$ cat src/g2c_isqrt.sv
`timescale 1ns / 1ps
// pipelined floor square root, RB result bits per stage, one request per cycle
module g2c_isqrt #(
	parameter int IW = 34,
	parameter int STAGES = 4
) (
	input  logic             clk,
	input  logic             arst_n,
	input  logic [IW-1:0]    radicand,
	output logic [IW/2-1:0]  root
);
	localparam int RW = IW / 2;
	localparam int RB = (RW + STAGES - 1) / STAGES;
	localparam int AW = IW + 2;

	logic [IW-1:0] rem_p [STAGES+1];
	logic [RW-1:0] root_p [STAGES+1];
	logic [IW-1:0] val_p [STAGES+1];

	assign rem_p[0] = '0;
	assign root_p[0] = '0;
	assign val_p[0] = radicand;

	for (genvar s = 0; s < STAGES; s++) begin : g_st
		logic [IW-1:0] rem_c;
		logic [RW-1:0] root_c;
		always_comb begin
			logic [AW-1:0] trial;
			logic [AW-1:0] r2;
			int bi;
			rem_c = rem_p[s];
			root_c = root_p[s];
			for (int k = 0; k < RB; k++) begin
				bi = RW - 1 - (s * RB + k);
				if (bi >= 0) begin
					r2 = {rem_c, val_p[s][2*bi+1 -: 2]};
					trial = {root_c, 2'b01};
					if (r2 >= trial) begin
						r2 = r2 - trial;
						root_c = {root_c[RW-2:0], 1'b1};
					end else begin
						root_c = {root_c[RW-2:0], 1'b0};
					end
					rem_c = r2[IW-1:0];
				end
			end
		end
		logic [IW-1:0] rem_r;
		logic [RW-1:0] root_r;
		logic [IW-1:0] val_r;
		always_ff @(posedge clk) begin
			rem_r <= rem_c;
			root_r <= root_c;
			val_r <= val_p[s];
		end
		assign rem_p[s+1] = rem_r;
		assign root_p[s+1] = root_r;
		assign val_p[s+1] = val_r;
	end

	assign root = root_p[STAGES];

	logic unused_rst;
	assign unused_rst = arst_n;
endmodule

$ cat config.mk
export PLATFORM = sky130hd
export DESIGN_NAME = g2c_isqrt
export DESIGN_NICKNAME = d
export VERILOG_FILES = /design/src/g2c_isqrt.sv
export SDC_FILE = /design/constraint.sdc
export NUM_CORES = 1
export LEC_CHECK = 0
export BUFFER_PORTS_ARGS = -buffer_cell sky130_fd_sc_hd__buf_4
export CORE_MARGIN = 2
export CORE_UTILIZATION = 65
export DETAILED_ROUTE_END_ITERATION = 10
export GPL_TIMING_DRIVEN = 0
export PLACE_DENSITY = 0.78
export SLEW_MARGIN = 30
export SYNTH_ARGS = -nofsm -noshare
export SYNTH_HDL_FRONTEND = slang
export SYNTH_SLANG_ARGS = --single-unit
$ cat constraint.sdc
create_clock -name clk -period 32.6 [get_ports clk]
set_input_delay 3.26 -clock clk [delete_from_list [all_inputs] [get_ports clk]]
set_output_delay 3.26 -clock clk [all_outputs]
set_load 0.03 [all_outputs]
After elaboration in Yosys (flattened, before gate mapping)
Index checks and enable logic that the tools add are counted.
- input port bits: 36
- register bits: 191
- add/subtract/negate cells: 16
- mux-type cells: 33
- order comparisons: 17
- operator list (cell ; number):
    two-way mux 34 bit ; 16
    greater-or-equal comparator 36 x 10 -> 1 bit ; 1
    greater-or-equal comparator 36 x 11 -> 1 bit ; 1
    greater-or-equal comparator 36 x 12 -> 1 bit ; 1
    greater-or-equal comparator 36 x 13 -> 1 bit ; 1
    greater-or-equal comparator 36 x 14 -> 1 bit ; 1
    greater-or-equal comparator 36 x 15 -> 1 bit ; 1
    greater-or-equal comparator 36 x 16 -> 1 bit ; 1
    greater-or-equal comparator 36 x 17 -> 1 bit ; 1
    greater-or-equal comparator 36 x 18 -> 1 bit ; 1
    greater-or-equal comparator 36 x 3 -> 1 bit ; 1
    greater-or-equal comparator 36 x 4 -> 1 bit ; 1
    greater-or-equal comparator 36 x 5 -> 1 bit ; 1
    greater-or-equal comparator 36 x 6 -> 1 bit ; 1
    greater-or-equal comparator 36 x 7 -> 1 bit ; 1
    greater-or-equal comparator 36 x 8 -> 1 bit ; 1
    greater-or-equal comparator 36 x 9 -> 1 bit ; 1
    subtractor 34 x 10 -> 34 bit ; 1
    subtractor 34 x 11 -> 34 bit ; 1
    subtractor 34 x 12 -> 34 bit ; 1
    subtractor 34 x 13 -> 34 bit ; 1
    subtractor 34 x 14 -> 34 bit ; 1
    subtractor 34 x 15 -> 34 bit ; 1
    subtractor 34 x 16 -> 34 bit ; 1
    other kinds (11) ; 27

Longest topological paths before layout
Gate-level depths: netlist of run 1.
- word-level depth: 10
- gate-level depth with buffers: 77

Worst setup path before layout of run 1
OpenSTA, ideal clock, no wires.
- path type: reg-to-reg
- from: register g_st[1].root_r[8]
- to: register g_st[2].rem_r[3]
- path buffers: 16
- cell stages (with the launch flop): 73
- path slack: 18.467 ns
- arrival time: 14.013 ns
- clock period less this slack: 14.133 ns
- cells stage by stage: dfxtp_1 inv_1 ha_1 buf_2 and4_1 nand4_1 a21o_1 and3_1 clkbuf_1 nand2_4 clkbuf_1 clkbuf_1 nor2_1 a21oi_1 ha_1 a21o_1 a21o_1 a21o_1 [... 37 more ...] or3_1 buf_2 or2_1 buf_2 buf_1 o31ai_1 o21ai_0 ha_1 a21o_1 a21o_1 a21oi_1 o21ai_0 a2111oi_1 o211ai_1 and4b_1 buf_4 buf_4 mux2_2
- cells in the longest elaborated chain, start to end: 10
- elaborated cells on any way between the ends: 19
- those cells by class: add/sub: 5; order compare: 5; mux: 9
- ends and longest elaborated chain (item ; RTL line ; text):
    from (decl) ; 49 ; logic [RW-1:0] root_r;
    from (signal assigned) ; 53 ; root_r <= root_c;
    greater-or-equal comparator 36 x 12 -> 1 bit (*) ; 38 ; if (r2 >= trial) begin
    two-way mux 1 bit (*) ; 38 ;
    named net g_st[2].$4.trial[5] ; 28 ; logic [AW-1:0] trial;
    greater-or-equal comparator 36 x 13 -> 1 bit (*) ; 38 ;
    two-way mux 1 bit (*) ; 38 ;
    named net g_st[2].$4.trial[4] ; 28 ;
    subtractor 34 x 14 -> 34 bit / greater-or-equal comparator 36 x 14 -> 1 bit (equally long branches) ; 39, 38 ;
    two-way mux 34 bit / two-way mux 1 bit (equally long branches) ; 38 ;
    greater-or-equal comparator 36 x 15 -> 1 bit / subtractor 34 x 15 -> 34 bit (equally long branches) ; 38, 39 ;
    two-way mux 34 bit / two-way mux 1 bit (equally long branches) ; 38 ;
    subtractor 34 x 16 -> 34 bit / greater-or-equal comparator 36 x 16 -> 1 bit (equally long branches) ; 39, 38 ;
    two-way mux 34 bit (*) ; 38 ;
    to (signal assigned) ; 52 ; rem_r <= rem_c;
    to (decl) ; 48 ; logic [IW-1:0] rem_r;
Mark *: on every way through the listed nets, which the timed path passes. The rest lies on a longest branch.

Worst setup path in the final report of run 1
- from: register g_st[1].root_r[7]
- to: register g_st[2].rem_r[9]
- cells in the longest elaborated chain, start to end: 10
- elaborated cells on any way between the ends: 19
- those cells by class: add/sub: 5; order compare: 5; mux: 9
- ends and longest elaborated chain (item ; RTL line):
    greater-or-equal comparator 36 x 12 -> 1 bit (*) ; 38
    two-way mux 1 bit (*) ; 38
    named net g_st[2].$4.trial[5] ; 28
    greater-or-equal comparator 36 x 13 -> 1 bit (*) ; 38
    two-way mux 1 bit (*) ; 38
    named net g_st[2].$4.trial[4] ; 28
    subtractor 34 x 14 -> 34 bit / greater-or-equal comparator 36 x 14 -> 1 bit (equally long branches) ; 39, 38
    two-way mux 34 bit / two-way mux 1 bit (equally long branches) ; 38
    subtractor 34 x 15 -> 34 bit / greater-or-equal comparator 36 x 15 -> 1 bit (equally long branches) ; 39, 38
    two-way mux 34 bit / two-way mux 1 bit (equally long branches) ; 38
    subtractor 34 x 16 -> 34 bit / greater-or-equal comparator 36 x 16 -> 1 bit (equally long branches) ; 39, 38
    two-way mux 34 bit (*) ; 38
Marks and branches as above.

==> reports/metrics.cfg, run 1 <==
[timing]
skew_ps=19.1
post-route-period-util_pct=56.4
hold_violations=0
worst_pin_slew_ps=953
max_freq_mhz=54.4
setup_tns_ps=0
post-route-min-period_ps=18370
maxSlewViolCount=0
max_slew_margin_pct=35.9
rsz0062_at_grt=no
setup_viol=0

[pwr]
max-vdd-ir-drop_mv=0.0441
power_density_nw_per_um2=64.3
leakage_nw=9.82
power_mw=1.49

[synth]
synth_warnings=0
synth.cells.most_frequent=255 x nand2_1, 242 x nor2_1, 232 x a21oi_1
synth_top_area_share_pct=17.6
synth_area_leaders=dfxtp_1 18%, ha_1 9.9%, xnor2_1 8.0%
synth_top_area_cell=dfxtp_1
async_reset_ff_share_pct=0
avgSynthCellArea_um2=7.46
synth_area_um2=21700
synth_edf_count=0
ys_types=115
ys_ff_latch=191
synth_cells=2905
ys_seq_area_share_pct=17.6
ys.flop_type=dfxtp_1
yosysMostFrequentCell=nand2_1

[die]
die_x_um=187
die_area_um2=34800
rows=66
core_area_um2=32700
initial_utilization_pct=66.3
die_y_um=187
pin_count=53

[worst_setup_path]
cp_slowest_cell=clkbuf_1
r2r_slack_ps=14230
endpoint_kind=register
critPathMaxStageDelay_ps=620
path_max_fanout=11
criticalPathCategory=register to register
rr_worst_depth=70
critPathTopFamily=compound AO/OA/AOI/OAI gates
arrival_ps=18720
cpMostUsedCell=a21oi_1
cp_num_buf_inv=19
cp.depth=70
start_kind=register
worstPathRequired_ps=32950

[cells_and_area]
n_fill_cell=2880
ff_latch_area_um2=3820
area_delta_synth_final_pct=7.21
nets=3185
layout-drive-gt1-share_pct=7.53
diodes=0
multi_input_area_um2=16900

[clock_tree]
clk_pin_slew_ps=80
cts_root_buffer=clkbuf_16
cts_hold_buf=0
cts_tree=built
post_cts_buffers=0
cts_sinks=191
cts_buffer_depth=2
insertion_delay_ps=470
htree_levels=4
cts_buffers=17
post_cts_resized=0

[drt]
wl_per_cell_um=19.8
wl_mm=68.0
drt_iter0_markers=2222
ant_nets=0
vias=23000
drc=0
viasPerCell=6.69
first_pass_iters=6

[outcome]
status=complete, no violations

[global_routing]
grt_pass1_wl_mm=109
gr-total-overflow=0
grt.total_usage_pct=37.9
grt_max_degree=21
antenna_found_initial=1
grt_pass1_vias=21300

[flow_run]
cap_violations=0

[min_path]
min_delay_path_depth=0
hold_path_class=register to register

[placed_design]
dp_hpwl_mm=55.0
gp_congestion=0.978
io_buffers=51

## layout make-up
class | count | area share [%]
Multi-Input combinational cell | 2475 | 72.7
Sequential cell | 191 | 16.5
Inverter | 159 | 2.57
Tap cell | 442 | 2.38
Clock buffer | 17 | 1.83
Timing Repair Buffer | 51 | 1.65
Buffer | 83 | 1.61
Clock inverter | 14 | 0.797
## per-stage QoR
stage / area (µm²) / util [%] / setup WS (ps) / hold WS [ps] / std cells
3_5_place_dp: 22600 / 69.2 / 14740 / 312 / 3401
2_1_floorplan: 21700 / - / 18470 / 310 / 2908
6_report: 23200 / 71.1 / 14230 / 331 / 3432
4_1_cts: 23200 / 71.0 / 14640 / 330 / 3432
3_3_place_gp: 22600 / 69.2 / 14990 / 311 / 3401
5_1_grt: 23200 / 71.1 / 12990 / 337 / 3432
## metal layers
layer,GRT usage [%],part of all wire (%)
met3,5.45,7.7
met4,14.5,3.9
met1,49.1,42
met5,0,0
met2,63.7,46
## path summary, 6_finish.rpt
path | to | start
max | g_st[2].rem_r[9] | g_st[1].root_r[7]
min | g_st[1].val_r[12] | g_st[0].val_r[12]
max reg2reg | g_st[2].rem_r[9] | g_st[1].root_r[7]
min reg2reg | g_st[1].val_r[12] | g_st[0].val_r[12]
## report_power, final
group / total, mW / switching (mW) / internal [mW]
registers: 0.333 / 0.0525 / 0.281
logic: 0.941 / 0.606 / 0.335
clock network: 0.219 / 0.109 / 0.110
## flip-flops by register name (all words and copies together), names as in the netlist
| signal | count |
|---|---|
| g_st.val_r | 42 |
| g_st.root_r | 30 |
| root | 17 |
| g_st.rem_r | 102 |
## cell families (layout without fill, tap and decap cells)
family          after synthesis  in the layout  synth area share (%)
flops                       191            191                  17.6
compound gates              825            825                  25.4
other cells                   1              4                0.0173
mux                          45             45                  2.24
buf+inv                     242            324                  4.48
simple gates               1117           1117                  27.6
xor+xnor                    313            313                  12.8
fa+ha+maj                   171            171                  9.87
## cells in the final DEF, fill, tap and decap left out, types with 30 or more instances in the layout
master / netlist / layout
a31oi_1: 30 / 30
nor2b_1: 33 / 33
a21oi_1: 232 / 232
and2_1: 34 / 34
nor2_1: 242 / 242
inv_1: 152 / 152
nand2b_1: 32 / 32
nand3_1: 103 / 103
ha_1: 171 / 171
nor4_1: 42 / 42
o21ai_0: 145 / 145
o31ai_1: 37 / 37
nor3_1: 84 / 84
a21o_1: 71 / 71
xnor2_1: 198 / 198
and3_1: 41 / 41
buf_4: 7 / 58
xor2_1: 112 / 112
nand4_1: 56 / 56
clkbuf_1: 51 / 51
dfxtp_1: 191 / 191
nand2_1: 255 / 255
(Power assumes the default switching activity.)
==> run 2: changes to the inputs <==
- CORE_UTILIZATION: 65 -> 59
- PLACE_DENSITY: 0.78 -> 0.75
- clock period: 32.6 -> 15.82 ns (I/O delays scaled with it)
==> run 2 against run 1 <==
First-iteration DRC count fell by 5.7%. Count of clock-buffer cells in the layout rose by 1. Design area rose by 1.4%. Via count fell by 1.7%. Fmax rose by 22%. Die area rose by 9.9%. Worst setup slack got worse by 13000 ps. Worst hold slack got worse by 10 ps. Cell count rose by 1.2%. Sequential share of layout area fell by 0.23 points. Clock power rose by 110%. Flip-flop and latch count did not move. Highest routed layer unchanged.
==> reports/metrics.cfg, run 2 (same netlist as run 1, synthesis figures left out) <==
[cells_and_area]
fin_area_um2=23600
fin_util_pct=64.7
regMostFlops=g_st.rem_r
reg_top3=g_st.rem_r (102), g_st.val_r (42), g_st.root_r (30)
layout-drive-gt1-share_pct=9.35
final_common_cell=nand2_1
final_cell_mix=254 x nand2_1, 240 x nor2_1, 223 x a21oi_1, 198 x xnor2_1, 191 x dfxtp_1
nets=3200
area_delta_synth_final_pct=8.76
largest_reg_flops=102
stdcell_count=3474

[clock_tree]
insertion_delay_ps=470
htree_levels=4
cts_sinks=191
cts_root_buffer=clkbuf_16
cts_buffer_depth=2
cts_buffers=17
cts_tree=built
clk_pin_slew_ps=80
cts_hold_buf=0

[global_routing]
top_usage_layer=met2
grt_pass1_wl_mm=110
grtUsageMet2_pct=59.2
grt.total_usage_pct=35.4
use_met1_pct=46.4
grt_max_degree=22
gr-total-overflow=0
antenna_found_initial=2
grt_pass1_vias=20900
grt_use_met3_pct=4.97

[worst_setup_path]
r2r_slack_ps=810
rr_worst_depth=69
critPathMaxStageDelay_ps=520
cp_slowest_cell=a2111oi_0
cp_num_buf_inv=17
worstPathRequired_ps=16160
critPathTopFamily=compound AO/OA/AOI/OAI gates
arrival_ps=15350
reg2reg_to=g_st[2].rem_r[9]
start_kind=register
endpoint_kind=register
criticalPathCategory=register to register
path_max_fanout=19
reg2reg_from=g_st[1].root_r[8]
cpMostUsedCell=buf_2

[die]
die_x_um=196
initial_utilization_pct=59.5
die_area_um2=38300
pin_count=53
rows=70
core_area_um2=36400
die_y_um=196

[outcome]
status=complete, no violations

[timing]
finalWorstSetupSlack_ps=807
max_freq_mhz=66.6
max_slew_margin_pct=38.0
worst_pin_slew_ps=918
setup_viol=0
setup_tns_ps=0
post-route-min-period_ps=15010
post-route-period-util_pct=94.9
hold_violations=0
maxSlewViolCount=0
skew_ps=21.3
whs_ps=320

[pwr]
power_density_nw_per_um2=131
power_mw=3.08
leakage_nw=9.95
max-vdd-ir-drop_mv=0.0876

[placed_design]
io_buffers=51
gp_congestion=0.954
dp_hpwl_mm=56.4
placedCellCount=3427
placed_area_um2=22700
pre_cts_slack_ps=-2350

[flow_run]
cap_violations=0

[min_path]
min_delay_path_depth=0
hold_path_end=g_st[1].val_r[12]
hold_path_class=register to register
min-delay-start=g_st[0].val_r[12]

[drt]
drc=0
wl_mm=69.5
wl_per_cell_um=20.0
first_pass_iters=6
ant_nets=0
viasPerCell=6.50
vias=22600
drt_iter0_markers=2096

run 2: cell count changes in the layout (fill, tap and decap cells not counted), moves of 4 or more:
cell / delta
buf_4: +20
clkbuf_1: -13
a21oi_1: -9
a21oi_2: +9
buf_1: -5
buf_2: +5
clkbuf_4: +4
run 2: worst max-delay path by stage:
stage	from	end	slack, ps	depth (start not counted)
after CTS	g_st[1].root_r[8]	g_st[2].rem_r[9]	110	72
after global routing	g_st[1].root_r[8]	g_st[2].rem_r[9]	-50	73
final	g_st[1].root_r[8]	g_st[2].rem_r[9]	810	69
after floorplan	g_st[1].root_r[8]	g_st[2].rem_r[3]	1690	72
after detailed placement	g_st[1].root_r[9]	g_st[2].rem_r[9]	-2350	71
after global placement	g_st[1].root_r[8]	g_st[2].rem_r[9]	-2090	72
run 2: layout make-up:
cell class | instances | area [µm²]
Multi-Input combinational cell | 2475 | 17000
Fill cell | 3305 | 12900
Sequential cell | 191 | 3820
Inverter | 159 | 614
Tap cell | 468 | 586
Timing Repair Buffer | 70 | 526
Clock buffer | 18 | 439
Buffer | 79 | 399
Clock inverter | 13 | 166
Antenna cell | 1 | 2.50
run 2: repair_timing:
item	in CTS	in global routing
gates resized for setup	22	42
cloned	0	0
pin swaps	2	6
endpoints found under the setup margin	35	70
setup buffers	2	17
run 2: routing by layer:
layer	wire length (µm)	up-vias	share of wire, %
li1	-	10900	-
met3	4390	165	6.3
met5	0	-	0
met4	2340	0	3.4
met2	32200	909	46
met1	30600	10600	44
run 2: report_power, final:
| part | leakage (nW) | internal (mW) | switching [mW] | total [mW] |
|---|---|---|---|---|
| combinational | 8.06 | 0.699 | 1.25 | 1.95 |
| sequential | 1.59 | 0.579 | 0.107 | 0.686 |
| clock | 0.297 | 0.243 | 0.206 | 0.449 |
